--- src/hdl/stdp_pkg.sv ---
// ----------------------------------------------------------------------------
// stdp_pkg: shared types and constants of the STDP synapse engine
// Item formats, register indexes, controller/datapath command and status.
// ----------------------------------------------------------------------------
`default_nettype none

package stdp_pkg;

    typedef enum logic [1:0] {
        REQ_PRE    = 2'd0,
        REQ_POST   = 2'd1,
        REQ_UPDATE = 2'd2,
        REQ_LOAD   = 2'd3
    } req_t;

    typedef struct packed {
        req_t        req_type;
        logic [7:0]  synapse_index;
        logic [31:0] event_time;
        logic [63:0] random_bytes;
        logic [30:0] weight_value;
    } in_item_t;

    typedef struct packed {
        logic [33:0] conductance_increment;
        logic [30:0] current_weight;
    } out_item_t;

    localparam int CFG_IDX_W  = 3;
    localparam int CFG_DATA_W = 31;

    localparam logic [CFG_IDX_W-1:0] REG_RELEASE_SITES       = 3'd0;
    localparam logic [CFG_IDX_W-1:0] REG_RELEASE_PROBABILITY = 3'd1;
    localparam logic [CFG_IDX_W-1:0] REG_LTP_AMPLITUDE       = 3'd2;
    localparam logic [CFG_IDX_W-1:0] REG_LTD_AMPLITUDE       = 3'd3;
    localparam logic [CFG_IDX_W-1:0] REG_TAU_MS              = 3'd4;
    localparam logic [CFG_IDX_W-1:0] REG_MAX_WEIGHT          = 3'd5;
    localparam logic [CFG_IDX_W-1:0] REG_PLASTIC_MODE        = 3'd6;

    localparam logic [3:0]  RST_RELEASE_SITES = 4'd1;
    localparam logic [8:0]  RST_RELEASE_PROB  = 9'd128;
    localparam logic [30:0] RST_LTP_AMPLITUDE = 31'd1677722;
    localparam logic [30:0] RST_LTD_AMPLITUDE = 31'd2013266;
    localparam logic [15:0] RST_TAU_MS        = 16'd20;
    localparam logic [30:0] RST_MAX_WEIGHT    = 31'd167772160;

    localparam int INDEX_SPAN   = 256;
    localparam int DEN_W        = 36;
    localparam int DVD_W        = 64;
    localparam int SHORT_W      = 36;
    localparam int SERIES_TERMS = 16;
    localparam logic signed [33:0] UPDATE_BIAS = 34'sd17;

    typedef struct packed {
        logic signed [31:0] weight;
        logic signed [31:0] pending;
        logic signed [31:0] ptrace;
        logic signed [31:0] dtrace;
        logic [31:0]        last_pre;
        logic [31:0]        last_post;
    } row_t;

    typedef enum logic [4:0] {
        OP_NONE,
        OP_LOAD,
        OP_ROW,
        OP_PREP,
        OP_DSTART,
        OP_XLAT,
        OP_TMUL,
        OP_TDIV,
        OP_TACC,
        OP_FAC,
        OP_PMUL,
        OP_PRND,
        OP_SMUL,
        OP_SFIN,
        OP_UPD,
        OP_UFIN,
        OP_LDW,
        OP_WRITE,
        OP_RESULT
    } dp_op_t;

    typedef enum logic [4:0] {
        ST_IDLE,
        ST_READ,
        ST_PREP,
        ST_DSTART,
        ST_DWAIT,
        ST_XLAT,
        ST_TMUL,
        ST_TDIV,
        ST_TWAIT,
        ST_TACC,
        ST_FAC,
        ST_PMUL,
        ST_PRND,
        ST_SMUL,
        ST_SFIN,
        ST_UPD,
        ST_UFIN,
        ST_LDW,
        ST_WRITE,
        ST_PASS
    } ctrl_state_t;

    typedef struct packed {
        dp_op_t op;
    } ctrl_cmd_t;

    typedef struct packed {
        req_t req;
        logic plastic;
        logic idx_bad;
        logic div_busy;
        logic x_ovf;
        logic pow_zero;
        logic pow_last;
        logic k_last;
        logic out_free;
    } dp_status_t;

    // exp(-1) in Q0.30, same truncated series as the runtime unit
    function automatic logic [63:0] exp_one_q30();
        logic [63:0]        term;
        logic signed [63:0] sum;
        term = 64'd1 << 30;
        sum  = 64'sd1 <<< 30;
        for (int k = 1; k <= SERIES_TERMS; k++) begin
            term = ((term * (64'd1 << 30)) >> 30) / 64'(k);
            if (k % 2 == 1) begin
                sum = sum - $signed(term);
            end else begin
                sum = sum + $signed(term);
            end
        end
        if (sum < 0) begin
            sum = '0;
        end
        return sum;
    endfunction

    localparam logic [30:0] E1_Q30 = 31'(exp_one_q30());

endpackage

`default_nettype wire

--- src/hdl/stdp_ctrl.sv ---
// ----------------------------------------------------------------------------
// stdp_ctrl: request sequencer of the STDP synapse engine
// Steps the datapath through read, decay, update and write-back of one item.
// ----------------------------------------------------------------------------
`default_nettype none

module stdp_ctrl (
    input  wire logic                 aclk,
    input  wire logic                 aresetn,
    input  wire logic                 s_valid,
    output logic                      s_ready,
    input  wire stdp_pkg::dp_status_t status,
    output stdp_pkg::ctrl_cmd_t       cmd
);
    import stdp_pkg::*;

    ctrl_state_t state_reg, state_next;

    always_ff @(posedge aclk) begin
        if (!aresetn) begin
            state_reg <= ST_IDLE;
        end else begin
            state_reg <= state_next;
        end
    end

    always_comb begin
        state_next = state_reg;
        cmd.op     = OP_NONE;
        s_ready    = 1'b0;
        unique case (state_reg)
            ST_IDLE: begin
                s_ready = 1'b1;
                if (s_valid) begin
                    cmd.op     = OP_LOAD;
                    state_next = ST_READ;
                end
            end
            ST_READ: begin
                cmd.op     = OP_ROW;
                state_next = ST_PREP;
            end
            ST_PREP: begin
                cmd.op = OP_PREP;
                if (status.idx_bad || (status.req != REQ_LOAD && !status.plastic)) begin
                    state_next = ST_PASS;
                end else if (status.req == REQ_LOAD) begin
                    state_next = ST_LDW;
                end else if (status.req == REQ_UPDATE) begin
                    state_next = ST_UPD;
                end else begin
                    state_next = ST_DSTART;
                end
            end
            ST_DSTART: begin
                cmd.op     = OP_DSTART;
                state_next = ST_DWAIT;
            end
            ST_DWAIT: begin
                if (!status.div_busy) begin
                    state_next = ST_XLAT;
                end
            end
            ST_XLAT: begin
                cmd.op     = OP_XLAT;
                state_next = status.x_ovf ? ST_FAC : ST_TMUL;
            end
            ST_TMUL: begin
                cmd.op     = OP_TMUL;
                state_next = ST_TDIV;
            end
            ST_TDIV: begin
                cmd.op     = OP_TDIV;
                state_next = ST_TWAIT;
            end
            ST_TWAIT: begin
                if (!status.div_busy) begin
                    state_next = ST_TACC;
                end
            end
            ST_TACC: begin
                cmd.op     = OP_TACC;
                state_next = status.k_last ? ST_FAC : ST_TMUL;
            end
            ST_FAC: begin
                cmd.op     = OP_FAC;
                state_next = status.pow_zero ? ST_SMUL : ST_PMUL;
            end
            ST_PMUL: begin
                cmd.op     = OP_PMUL;
                state_next = ST_PRND;
            end
            ST_PRND: begin
                cmd.op     = OP_PRND;
                state_next = status.pow_last ? ST_SMUL : ST_PMUL;
            end
            ST_SMUL: begin
                cmd.op     = OP_SMUL;
                state_next = ST_SFIN;
            end
            ST_SFIN: begin
                cmd.op     = OP_SFIN;
                state_next = ST_WRITE;
            end
            ST_UPD: begin
                cmd.op     = OP_UPD;
                state_next = ST_UFIN;
            end
            ST_UFIN: begin
                cmd.op     = OP_UFIN;
                state_next = ST_WRITE;
            end
            ST_LDW: begin
                cmd.op     = OP_LDW;
                state_next = ST_WRITE;
            end
            ST_WRITE: begin
                if (status.out_free) begin
                    cmd.op     = OP_WRITE;
                    state_next = ST_IDLE;
                end
            end
            ST_PASS: begin
                if (status.out_free) begin
                    cmd.op     = OP_RESULT;
                    state_next = ST_IDLE;
                end
            end
            default: begin
                state_next = ST_IDLE;
            end
        endcase
    end

endmodule

`default_nettype wire

--- config.mk ---
export PLATFORM = sky130hd
export DESIGN_NAME = stdp_ctrl
export DESIGN_NICKNAME = d
export VERILOG_FILES = /design/src/hdl/stdp_pkg.sv /design/src/hdl/stdp_ctrl.sv
export SDC_FILE = /design/constraint.sdc
export NUM_CORES = 1
export LEC_CHECK = 0
export ABC_AREA = 1
export BUFFER_PORTS_ARGS = -buffer_cell sky130_fd_sc_hd__buf_2
export CAP_MARGIN = 20
export CORE_MARGIN = 3
export CORE_UTILIZATION = 49
export DETAILED_ROUTE_END_ITERATION = 7
export PLACE_DENSITY = 0.76
export SLEW_MARGIN = 0
export SYNTH_ARGS = -nofsm -noshare
export SYNTH_HDL_FRONTEND = slang
export SYNTH_SLANG_ARGS = --single-unit
--- constraint.sdc ---
create_clock -name aclk -period 1.4 [get_ports aclk]
set_clock_uncertainty 0.05 [all_clocks]
set_input_delay 0.14 -clock aclk [delete_from_list [all_inputs] [get_ports aclk]]
set_output_delay 0.14 -clock aclk [all_outputs]
set_load 0.1 [all_outputs]
==> out/results.txt, run 1 <==
CTS sink count - 5
Syn. warnings - 0
std cell rows - 12
Chip Height - 42.41 µm
HPWL Detailed - 2190 µm
RePlAce Congestion - 0.9237
placed insts - 175
most frequent cells after synthesis - nand2_1, nor2_1, inv_1
cell with the most instances after synthesis - nand2_1
top cell type's share of synthesized area - 20.23%
dominant cell type by area after synthesis - nand2_1
hold-fix buffer count after cts - 0
Main synth FF type - dfxtp_1
Mapped Nets - 141
First Error - [ERROR DPL-0038] Utilization greater than 100%, impossible to legalize
EDFF count, synth - 0
Syn Inst Count - 128
number of distinct library cells after synthesis - 16
CTS H-Tree Depth - 1
Max clock buf depth - 2
outcome - did not finish
sequential area share after synthesis - 15.41%
die width - 42.41 µm
CTS Buf Count - 3
Synth Register Bits - 5
Post-synth ARST share - 0%
Initial Utilization - 55.45%
clock root buffer - clkbuf_4
top post-synthesis cells by area - nand2_1, dfxtp_1, nor2_1, inv_1, nand4_1
Post-CTS Resized - 28
Port Buffers - 18
Syn Area/Cell - 5.073 µm²
mapped cell area - 649.4 µm²
Failed at - clock tree synthesis (4_1_cts)
# IOs - 19
setup bufs post-CTS - 9
[stage by stage]
step / area, µm² / worst slack, ns / setup TNS [ns]
after floorplan: 762.0 / -0.4574 / -1.574
after global placement: 1081 / -0.02733 / -0.02733
after detailed placement: 1081 / -0.1210 / -0.3200
[kinds of logic after synthesis]
| logic type | after synthesis | synth area share (%) |
|---|---|---|
| AND/OR/NAND/NOR | 84 | 56.84 |
| AO/OA/AOI/OAI | 15 | 13.68 |
| flip-flops | 5 | 15.41 |
| buffers and inverters | 24 | 14.07 |
==> inputs of run 2 (changes only) <==
CORE_AREA = 3 3 64 66   (was unset)
CORE_MARGIN = unset   (was 3)
CORE_UTILIZATION = unset   (was 49)
DIE_AREA = 0 0 67 69   (was unset)
PLACE_DENSITY = unset   (was 0.76)
PLACE_DENSITY_LB_ADDON = 0.15   (was unset)
==> out/results.txt, run 2 <==
outcome - finished, violations left
violated checks - setup timing
DRC Markers - 0
most frequent cells after synthesis - nand2_1, nor2_1, inv_1
Worst-Margin Slew - 0.2399 ns
multi-input logic area - 691.9 µm²
largest net degree at the start of global routing - 10
RePlAce Congestion - 0.8689 (-5.9%)
Slew HR - 84.11%
Main synth FF type - dfxtp_1
Worst Hold Class - input port to register
power density cells - 2481 nW/µm²
filler instances - 394
mux contribution to synthesized area - 0% (unchanged)
nets - 207
# IOs - 19 (unchanged)
Synth Area in Simple Gates - 56.84% (unchanged)
Worst VDD drop - 0.8273 mV
Initial Utilization - 17.87% (-38 points)
antenna-violating nets left - 0
Switching Share - 53.55%
top post-synthesis cells by area - nand2_1, dfxtp_1, nor2_1, inv_1, nand4_1
RSZ-0062 raised after global routing - yes
global-route usage over all layers - 12.24%
max reg flops - 5
critical path endpoint category - primary output
CTS sink count - 5 (unchanged)
largest family of logic cells by synthesized area - simple AND/OR/NAND/NOR gates
Syn. warnings - 0 (unchanged)
register area - 118.9 µm²
xor/xnor cell area share of the yosys netlist - 0% (unchanged)
most common cell after layout, fill and taps aside - buf_4
Syn Area/Cell - 5.073 µm² (unchanged)
required time worst endpoint - 1.21 ns
reg-to-reg startpoint - state_reg[2]
Slew Limit Fails - 0
final setup margin - -0.2216 ns
Max Cap Viol - 0
dominant cell type by area after synthesis - nand2_1
clock power share - 7.0%
Port Buffers - 18 (unchanged)
cell with the most instances after synthesis - nand2_1
crit path DAT - 1.43 ns
mapped cell area - 649.4 µm² (unchanged)
antenna cells - 0
Synth Area in Compound Gates - 13.68% (unchanged)
number of distinct library cells after synthesis - 16 (unchanged)
final worst-path cycle share - 115.8%
Synth Area in Adders - 0% (unchanged)
drt first-iter violations - 56
combinational share of power - 84.2%
Pint - 1.793 mW
Chip Height - 69 µm (+63%)
Worst Hold Depth - 3
Syn-to-layout area delta - 139.7%
share of cells above drive strength 1 - 63.73%
std cell rows - 22 (+10)
final instance area - 1556 µm²
TritonCTS clock tree - done
top cell type's share of synthesized area - 20.23% (unchanged)
Post-synth ARST share - 0% (unchanged)
Synth Register Bits - 5 (unchanged)
worst path bufs/invs - 2
hold-fix buffer count after cts - 0 (unchanged)
Worst Setup EP - cmd[0]
Crit. path cell count - 7
crit path cell chain - inv_4 > nor2_2 > nand2_1 > o22ai_2 > nor2_2 > nand3_4 > buf_12
initial antenna violation count - 0
final core occ - 42.84%
CP max-delay cell - dfxtp_4
Max clock buf depth - 2 (unchanged)
Clk pin slew, worst setup/hold paths - 0.04 ns
sequential fraction of design power - 8.7%
worst reg2reg setup slack - -0.08 ns
sequential area share after synthesis - 15.41% (unchanged)
Syn Inst Count - 128 (unchanged)
die width - 67 µm (+58%)
DR pass1 iterations - 4
fmax - 616.7 MHz
Clk Latency, worst-skew pair - 0.22 ns
Area after DPL - 1246 µm² (+15%)
CTS H-Tree Depth - 1 (unchanged)
Mapped Nets - 141 (unchanged)
drt wl/cell - 12.55 µm
P_leak - 0.7514 nW
Final Power - 3.861 mW
CP most frequent cell - nor2_2
Crit Path Class - register to primary output
CP Launch Type - register
DR vias/cell - 4.415
routed via count - 1064
NetSw - 2.068 mW
vias in the first global route - 973
GRT Residual Overflow - 0
HPWL Detailed - 2276 µm (+3.9%)
worst reg2reg endpoint - state_reg[2]
most frequent cells in the layout - buf_4, nand2_1, inv_1, nor2_1, buf_2
CTS Buf Count - 3 (unchanged)
Worst Setup SP - state_reg[1]
clock root buffer - clkbuf_8
Finished Layout Cells - 241
post-layout min period - 1.622 ns
final setup vio count - 8
final hold viol count - 0
EDFF count, synth - 0 (unchanged)
final wirelength - 3024 µm
CP delay by family, top - simple AND/OR/NAND/NOR gates
placed insts - 227 (+30%)
worst-case reg-to-reg path depth - 10
Core Footprint - 3633 µm²
CP max FO - 7
setup TNS - -1.164 ns
first-pass GRT wire length - 4319 µm
die area - 4623 µm²
CP peak stage delay - 0.39 ns
run 2: metrics by stage:
| step | worst slack [ns] | hold WS [ns] |
|---|---|---|
| after global placement | -0.04227 | 0.3249 |
| after detailed placement | -0.05013 | 0.3242 |
| after CTS | -0.2088 | 0.08918 |
| final | -0.2216 | 0.09229 |
| after floorplan | -0.4574 | 0.2007 |
| after global routing | -0.3049 | 0.1058 |
run 2: tightest hold or removal path, delay by kind of cell:
family        cells  cell delay, ns
buf+inv           1            0.10
simple gates      2            0.08
run 2: worst min-delay path by stage:
stage	start	endpoint
detailed placement	aresetn	state_reg[0]
global placement	aresetn	state_reg[0]
finish	aresetn	state_reg[0]
floorplan	aresetn	state_reg[0]
CTS	aresetn	state_reg[0]
global route	aresetn	state_reg[0]
run 2: layer usage:
metal | global-route usage [%] | vias to the layer above | routed length, µm
met4 | 5.405 | 0 | 119
met5 | 0 | - | 0
met3 | 1.303 | 14 | 92
met2 | 20.63 | 29 | 1576
li1 | - | 545 | -
met1 | 15.23 | 476 | 1235
run 2: cell type report:
| cell class | instances | share of cell area [%] |
|---|---|---|
| Multi-Input combinational cell | 99 | 44.45 |
| Timing Repair Buffer | 62 | 34.97 |
| Sequential cell | 5 | 7.637 |
| Clock buffer | 4 | 2.894 |
| Tap cell | 48 | 3.859 |
| Inverter | 23 | 6.190 |
run 2: repair_timing:
action / 4_1_cts / 5_1_grt
pin swaps: 5 / 20
setup buffers: 4 / 9
setup endpoints to repair: 8 / 10
endpoints found under the hold margin: 0 / 0
resized for setup: 16 / 40
run 2: cells by family after synthesis:
family	Yosys count
flops	5
compound gates	15
simple gates	84
buf+inv	24
run 2: power by group through the flow:
stage                     clock network [mW]  logic (mW)  registers (mW)
after CTS                              0.281        2.94           0.326
after global routing                   0.296        3.41           0.353
after global placement                     0        2.80           0.301
final                                  0.272        3.25           0.338
after floorplan                            0        1.63           0.288
after detailed placement                   0        2.79           0.302
Power figures use the tool's default switching activity.
